## src/hdl/ucm_pkg.sv

```systemverilog
// Package for the UPGMA cluster merger.
// Holds the fixed field widths used by the interfaces and the top level, and the sequence count reset value.
package ucm_pkg;
   localparam int IDX_W = 6;
   localparam int SIM_W = 16;
   localparam logic [IDX_W-1:0] SEQ_COUNT_RESET = 6'd32;
endpackage

```

## src/hdl/ucm_divider.sv

```systemverilog
// Restoring divider, one quotient bit per cycle, for the cluster averages.
// Depends on ucm_pkg for the similarity width.
module ucm_divider import ucm_pkg::*; #(
   parameter int NUM_W = 28,
   parameter int DEN_W = 11
) (
   input  logic             clock,
   input  logic             reset,
   input  logic             start,
   input  logic [NUM_W-1:0] dividend,
   input  logic [DEN_W-1:0] divisor,
   output logic             done,
   output logic [SIM_W-1:0] quotient
);
   localparam int CNT_W = $clog2(NUM_W + 1);

   logic [NUM_W-1:0] quo_ff, quo_in;
   logic [DEN_W:0]   rem_ff, rem_in;
   logic [CNT_W-1:0] step_ff, step_in;
   logic             busy_ff, busy_in;
   logic             done_ff, done_in;
   logic [DEN_W+1:0] trial;

   always_comb begin
      quo_in  = quo_ff;
      rem_in  = rem_ff;
      step_in = step_ff;
      busy_in = busy_ff;
      done_in = 1'b0;
      trial   = {rem_ff, quo_ff[NUM_W-1]};
      if (start) begin
         quo_in  = dividend;
         rem_in  = '0;
         step_in = CNT_W'(NUM_W);
         busy_in = 1'b1;
      end else if (busy_ff) begin
         if (trial >= (DEN_W+2)'(divisor)) begin
            rem_in = (DEN_W+1)'(trial - (DEN_W+2)'(divisor));
            quo_in = {quo_ff[NUM_W-2:0], 1'b1};
         end else begin
            rem_in = (DEN_W+1)'(trial);
            quo_in = {quo_ff[NUM_W-2:0], 1'b0};
         end
         step_in = step_ff - CNT_W'(1);
         if (step_ff == CNT_W'(1)) begin
            busy_in = 1'b0;
            done_in = 1'b1;
         end
      end
   end

   always_ff @(posedge clock) begin
      if (reset) begin
         busy_ff <= 1'b0;
         done_ff <= 1'b0;
         step_ff <= '0;
      end else begin
         busy_ff <= busy_in;
         done_ff <= done_in;
         step_ff <= step_in;
      end
      quo_ff <= quo_in;
      rem_ff <= rem_in;
   end

   assign done     = done_ff;
   assign quotient = quo_ff[SIM_W-1:0];
endmodule

```

## config.mk

```make
export PLATFORM = sky130hd
export DESIGN_NAME = ucm_divider
export DESIGN_NICKNAME = d
export VERILOG_FILES = /design/src/hdl/ucm_pkg.sv /design/src/hdl/ucm_divider.sv
export SDC_FILE = /design/constraint.sdc
export NUM_CORES = 1
export LEC_CHECK = 0
export ABC_AREA = 1
export ABC_CLOCK_PERIOD_IN_PS = 2740
export BUFFER_PORTS_ARGS = -buffer_cell sky130_fd_sc_hd__buf_2
export CAP_MARGIN = 20
export CORE_ASPECT_RATIO = 0.6
export CORE_UTILIZATION = 30
export CTS_BUF_LIST = sky130_fd_sc_hd__clkbuf_16
export DETAILED_ROUTE_END_ITERATION = 12
export HOLD_SLACK_MARGIN = 0.1
export SYNTH_ARGS = -nofsm -noshare
export SYNTH_HDL_FRONTEND = slang
export SYNTH_SLANG_ARGS = --single-unit
```

## constraint.sdc

```tcl
create_clock -name clock -period 2.74 [get_ports clock]
set_clock_uncertainty 0.2 [all_clocks]
set_input_delay 0.822 -clock clock [delete_from_list [all_inputs] [get_ports clock]]
set_output_delay 0.822 -clock clock [all_outputs]
set_load 0.01 [all_outputs]
```

Word level (Yosys, flattened, before mapping). Cells that the tools add are included.

Output and inout port bits: 17. Input port bits: 42. Word-level logic and storage cells: 24. Bits in registers: 47.

Bitwise operators: 1. Mux-type cells: 10. Equality and inequality tests: 1. Add/subtract/negate cells: 2. Reductions and logical operators: 3. $lt $le $gt $ge: 1.

Operator list (count): two-way mux 28 bit (2); >= comparator 13 x 11 -> 1 bit (1); two-way mux 12 bit (1); subtractor 12 x 11 -> 12 bit (1); two-way mux 5 bit (2); == test 5 x 1 -> 1 bit, second input constant (1); two-way mux 1 bit (5); subtractor 5 x 1 -> 5 bit, second input constant (1); OR reduction 3 bit (1); nonzero test 2 bit (1); OR reduction 2 bit (1); NOT 1 bit (1).

Depth between registers and ports, before layout. Gate-level depths: netlist (run 1).

Word-level depth: 4. Depth in mapped cells: 13. Mapped depth without buffers: 13.

Least setup slack after synthesis (run 1). Ideal clock, no wire load.

Path type: input port to flip-flop. Start: in divisor[8]. End: reg quo_ff[0], data pin. Stages on the path: 11. Path buffers: 1. Library setup time: 0.253 ns. Arrival: 1.979 ns. Setup slack: 0.308 ns. Data required time: 2.287 ns. Cells stage by stage: inv_1 > ha_1 > nand2_2 > inv_1 > nand2_1 > nand2_1 > a21oi_2 > nand3_4 > buf_12 > nand2_1 > nand2_1.

Cells in the longest elaborated chain, start to end: 4.

RTL lines: from (decl) (RTL line ucm_divider.sv:11) `input logic [DEN_W-1:0] divisor,`; >= comparator 13 x 11 -> 1 bit (RTL line ucm_divider.sv:37) `if (trial >= (DEN_W+2)'(divisor)) begin`; two-way mux 1 bit (RTL line ucm_divider.sv:37); two-way mux 28 bit (RTL line ucm_divider.sv:36) `end else if (busy_ff) begin`; two-way mux 28 bit (RTL line ucm_divider.sv:31) `if (start) begin`; net quo_in[0] (RTL line ucm_divider.sv:17) `logic [NUM_W-1:0] quo_ff, quo_in;`; to (signal assigned) (RTL line ucm_divider.sv:62) `quo_ff <= quo_in;`; to (decl) (RTL line ucm_divider.sv:17).

The timed path passes the listed nets, and every way through them passes these cells. The select of a mux whose other input is x is not followed. A chain may end at the register's enable or synchronous reset.

Worst setup path after layout (run 1).
Start: in divisor[0]. End: reg rem_ff[8].

Cells in the longest elaborated chain, start to end: 2. Elaborated cells on any way between the ends: 3. Those cells by class: 1 x add/sub; 1 x order compare; 1 x mux.

RTL lines: subtractor 12 x 11 -> 12 bit or >= comparator 13 x 11 -> 1 bit (tied branches) (RTL line ucm_divider.sv:38, ucm_divider.sv:37); two-way mux 12 bit (*) (RTL line ucm_divider.sv:37); to (signal assigned) (RTL line ucm_divider.sv:63) `rem_ff <= rem_in;`; to (decl) (RTL line ucm_divider.sv:18) `logic [DEN_W:0] rem_ff, rem_in;`.

Every way passes the cells marked *; elsewhere a longest branch is shown, timed or not.

==> summary.txt, run 1 <==
Synth Area per Inst: 7.38 µm²
Port Buf Inserts: 58
Final min period: 2.39 ns
Switching Fraction: 0.298
DR DRC count: 0
root buffer cell: clkbuf_16
Core ar.: 9840 µm²
GRT Util Overall: 0.130
combinational power share: 0.261
# hold bufs at CTS: 0
NetSw: 624 µW
Via density: 4.29
Die Ht: 79.9 µm
final hold violations: 0
Reg area: 1220 µm²
remaining antenna violation count: 0
endpoints failing setup: 0
critical path arrival: 2.37 ns
final wirelength: 6.65 mm
Relative slew margins: 0.659
Multi-input gate area: 1420 µm²
worst-skew pair later-pin latency: 0.28 ns
CTS tree: yes
critical path launch point type: input port
Starting Density: 0.308
layout overhead on the synthesized area: 16.4%
# Max-Cap Violations: 0
# fillers: 1073
sequential power share: 0.418
distinct cell type count after synthesis: 35
Seq cells post-synth: 47
net count after synthesis: 467
pre-CTS setup slack: 0.0554 ns
Seq/Total Area, Yosys: 0.402
first-pass GRT wire length: 10.8 mm
FF-to-FF End: rem_ff[8]
Post-Synthesis Cells: 411
number of post-CTS setup repair buffers: 0
top post-synthesis cells by area: edfxtp_1 (28%), nand2_1 (21%), dfxtp_1 (13%)
Peak Freq: 0.418 GHz
I/O pin total: 59
Synth area leader: edfxtp_1
status: finished clean
Final nets: 513
Pwr Total: 2100 µW
drt pass-1 iters: 6
initial antenna violation count: 0
pwr dens: 594 nW/µm²
worst r2r src: quo_ff[27]
htree depth: 2
# resized after CTS: 0
crit share post-route: 0.873
Min-Delay Endpoint: rem_ff[0]
Peak VDD IR: 0.349 mV
worst setup margin: 0.347 ns
Hold Path Stages: 2
Hold Path Origin: rem_ff[0]
GP Congestion: 0.868
FF-to-FF setup slack: 0.63 ns
Post-Layout Inst Area: 3530 µm²
P_int: 1470 µW
die width: 132 µm
fraction of layout cells with a size suffix above 1: 0.216
Diodes inserted: 0
Longest Clk Path Bufs: 2
total number of vias: 2543
mapped cell area: 3030 µm²
critical path fanouts, max: 3
Reg clk slew, reported paths: 0.06 ns
grt total ovfl: 0
post-route setup TNS: 0 ns
Final Util: 0.359
number of CTS-inserted buffers: 5
HP Class: register to register
crit path kind: input port to register
Lkg Pwr: 0.00187 µW
Reg2Reg Depth: 13
Worst-Margin Slew: 0.509 ns
die area: 10500 µm²
largest net degree at the start of global routing: 30
placed cell area: 3370 µm²
vias in the first global route: 2218
CP Capture Type: register
Clock Power Share: 0.321
RSZ-0062 raised after global routing: false
Warnings, synthesis: 0
Site Rows: 28
wire length per cell: 11.2 µm
Slew Limit Fails: 0
number of DRC markers in iteration 0: 172
CP required: 2.72 ns
top cell type's share of synthesized area: 0.277
# clock sinks: 47
post-DP HPWL: 5.22 mm
routing by layer:
layer / vias to the layer above / GRT usage / part of all wire
li1: 1366 / - / -
met1: 1120 / 0.204 / 0.55
met2: 53 / 0.170 / 0.38
met3: 4 / 0.0305 / 0.058
met4: 0 / 0.0349 / 0.0092
met5: - / 0 / 0
Yosys cell counts (all sizes together):
| cell | instances |
|---|---|
| nand2 | 182 |
| inv | 52 |
| edfxtp | 28 |
| nand3 | 26 |
| nor2 | 22 |
| buf | 21 |
| dfxtp | 19 |
| nand4 | 14 |
| ha | 13 |
| clkbuf | 8 |
| a21oi | 5 |
| nand3b | 3 |
| nor3 | 3 |
| xnor2 | 3 |
| a31oi | 2 |
| or2 | 2 |
| a211oi | 1 |
| and2 | 1 |
| clkinv | 1 |
| fa | 1 |
| o211ai | 1 |
| o21a | 1 |
| o21ai | 1 |
| xor2 | 1 |
cells by family after synthesis:
logic type      count (synthesis)  share of synthesized area
simple gates                  253                      0.372
buf+inv                        82                      0.131
flops                          47                      0.402
fa+ha+maj                      14                     0.0602
compound gates                 11                     0.0227
xor+xnor                        4                     0.0115
worst max-delay path: stages:
cell and delay, ns:
buf_2 0.10, ha_1 0.21, fa_1 0.41, inv_1 0.11, nand3_1 0.07, nand3_1 0.15
nand2_1 0.12, nand2_1 0.08, nand2_1 0.05, nand2_1 0.08, nand2_2 0.05, nand3_2 0.05
nand2_1 0.05
how the worst max path moves through the flow:
stage,depth (start not counted),startpoint,endpoint,slack [ns]
CTS,13,divisor[0],rem_ff[8],0.36
global route,13,divisor[0],rem_ff[6],0.20
finish,13,divisor[0],rem_ff[8],0.35
detailed placement,13,divisor[0],rem_ff[8],0.06
floorplan,11,divisor[8],quo_ff[0],0.31
global placement,13,divisor[0],rem_ff[8],0.05
final cells by class:
cell class / instances / area share
multi-input cells: 282 / 0.401
clock inverters: 3 / 0.0106
clock buffers: 5 / 0.0354
inverters: 53 / 0.0563
flip-flops and latches: 47 / 0.346
well taps: 135 / 0.0478
repair buffers: 68 / 0.103
layout by cell type (no fill, tap or decap), types with 2 or more instances in the layout:
cell type	n
nand3_2	4
or2_2	2
dfxtp_1	19
buf_2	58
nand3_1	21
buf_4	10
a21oi_1	4
nand2_2	12
nor2_1	22
inv_1	53
nand2_1	169
nand4_1	14
clkbuf_16	5
nand3b_1	3
ha_1	13
a31oi_1	2
edfxtp_1	28
xnor2_1	3
through the flow:
step	hold slack (ns)	instances
final	0.278	593
after global routing	0.296	593
after CTS	0.278	593
after detailed placement	0.268	585
after global placement	0.265	585
after floorplan	0.248	411
state kept, by name, summed over array words and instances, names as in the netlist:
signal / cells
quo_ff: 28
done: 1
rem_ff: 12
step_ff: 5
busy_ff: 1
power by group through the flow:
stage          registers, µW  clock network (µW)  logic, µW
6_report                 878                 673        547
5_1_grt                  887                 725        626
4_1_cts                  879                 695        551
3_5_place_dp             892                   0        549
2_1_floorplan            879                   0        448
3_3_place_gp             892                   0        540
Note: power is estimated with default switching activity, not from simulation.
==> run 2: changes to the inputs <==
Settings changed: CORE_UTILIZATION 30 to 35.
==> run 2 against run 1 <==
Net effect: clock-buffer cell count did not move; via count grew 2.2%; sequential power hardly changed; design area down 0.43%; global-route usage is 3.1 points higher; register-to-register slack got worse by 0.03 ns; maximum frequency shrank 0.75%; cell count decreased by 4.6%; routed wire length increased by 3.9%; setup slack worse by 0.018 ns; power is 2.3% higher; sequential share of layout area up 0.15 points; largest cell class unchanged; highest routed layer unchanged.
==> summary.txt, run 2 (synthesis results as in run 1) <==
status: finished clean
die area: 9060 µm²
final hold violations: 0
# clock sinks: 47
Pwr Total: 2140 µW
final wirelength: 6.91 mm
layout overhead on the synthesized area: 15.9%
# resized after CTS: 0
vias in the first global route: 2304
total number of vias: 2600
htree depth: 2
commonest cells after routing, fill and taps aside: nand2_1 (169), buf_2 (58), inv_1 (51), edfxtp_1 (28), nor2_1 (22)
Lkg Pwr: 0.00187 µW
Worst-Margin Slew: 0.872 ns
critical path arrival: 2.40 ns
met3 GRT Util: 0.0353
GP Congestion: 0.888
HP Class: register to register
post-DP HPWL: 5.32 mm
number of post-CTS setup repair buffers: 0
crit path kind: input port to register
grt met1 use: 0.256
first-pass GRT wire length: 11.0 mm
Starting Density: 0.373
critical path launch point type: input port
# hold bufs at CTS: 0
Final nets: 513
number of DRC markers in iteration 0: 203
Final min period: 2.41 ns
initial antenna violation count: 0
max reg flops: 28
worst setup margin: 0.329 ns
Final Util: 0.432
hold_ws: 0.277 ns
worst-skew pair later-pin latency: 0.29 ns
Core ar.: 8130 µm²
number of CTS-inserted buffers: 5
Site Rows: 25
crit share post-route: 0.880
die width: 122 µm
endpoints failing setup: 0
critical path fanouts, max: 3
post-route setup TNS: 0 ns
Longest Clk Path Bufs: 2
Via density: 4.59
remaining antenna violation count: 0
wire length per cell: 12.2 µm
fraction of layout cells with a size suffix above 1: 0.221
Die Ht: 74.1 µm
pwr dens: 610 nW/µm²
Relative slew margins: 0.416
CP Capture Type: register
Reg clk slew, reported paths: 0.07 ns
I/O pin total: 59
Port Buf Inserts: 58
Peak VDD IR: 0.227 mV
DR DRC count: 0
grt total ovfl: 0
largest net degree at the start of global routing: 30
# fillers: 866
GRT busiest layer: met1
pre-CTS setup slack: 0.0630 ns
Slew Limit Fails: 0
met2 Track Usage GR: 0.207
biggest regs: quo_ff (28), rem_ff (12), step_ff (5)
drt pass-1 iters: 4
Diodes inserted: 0
Top reg by flops: quo_ff
Peak Freq: 0.415 GHz
# Max-Cap Violations: 0
root buffer cell: clkbuf_16
CTS tree: yes
CP required: 2.73 ns
GRT Util Overall: 0.161
most common cell after layout, fill and taps aside: nand2_1
RSZ-0062 raised after global routing: false
-- run 2: cell type report --
cell class              count  area, µm²  area share
multi-input cells         282       1420       0.402
inverters                  53        199      0.0566
repair buffers             68        378       0.107
clock buffers               5        125      0.0356
flip-flops and latches     47       1220       0.347
clock inverters             3       43.8      0.0125
well taps                 108        135      0.0384
-- run 2: layer usage --
layer,vias to the layer above,part of all wire,wire [µm]
met4,0,0.014,95
met3,7,0.058,400
li1,1366,-,-
met1,1158,0.55,3790
met5,-,0,0
met2,69,0.38,2620
-- run 2: critical path, stage by stage --
cell     delay [ns]
buf_2          0.10
ha_1           0.22
fa_1           0.41
inv_1          0.12
nand3_1        0.07
nand3_1        0.16
nand2_1        0.12
nand2_1        0.08
nand2_1        0.04
nand2_1        0.08
nand2_2        0.06
nand3_2        0.05
nand2_1        0.05
-- run 2: worst paths after layout --
| path | from | endpoint | slack, ns | cells after the start |
|---|---|---|---|---|
| min | rem_ff[1] | rem_ff[1] | 0.28 | 2 |
| min reg2reg | rem_ff[1] | rem_ff[1] | 0.28 | 2 |
| max | divisor[0] | rem_ff[8] | 0.33 | 13 |
| max reg2reg | quo_ff[27] | rem_ff[8] | 0.60 | 13 |
-- run 2: through the flow --
stage               area, µm²  std cells
global placement         3350        558
floorplan                3030        411
finish                   3520        566
global route             3520        566
detailed placement       3350        558
CTS                      3520        566
-- run 2: power by group --
group / switching, µW / internal (µW) / total (µW)
clock network: 265 / 430 / 696
logic: 341 / 228 / 570
registers: 47.1 / 832 / 880
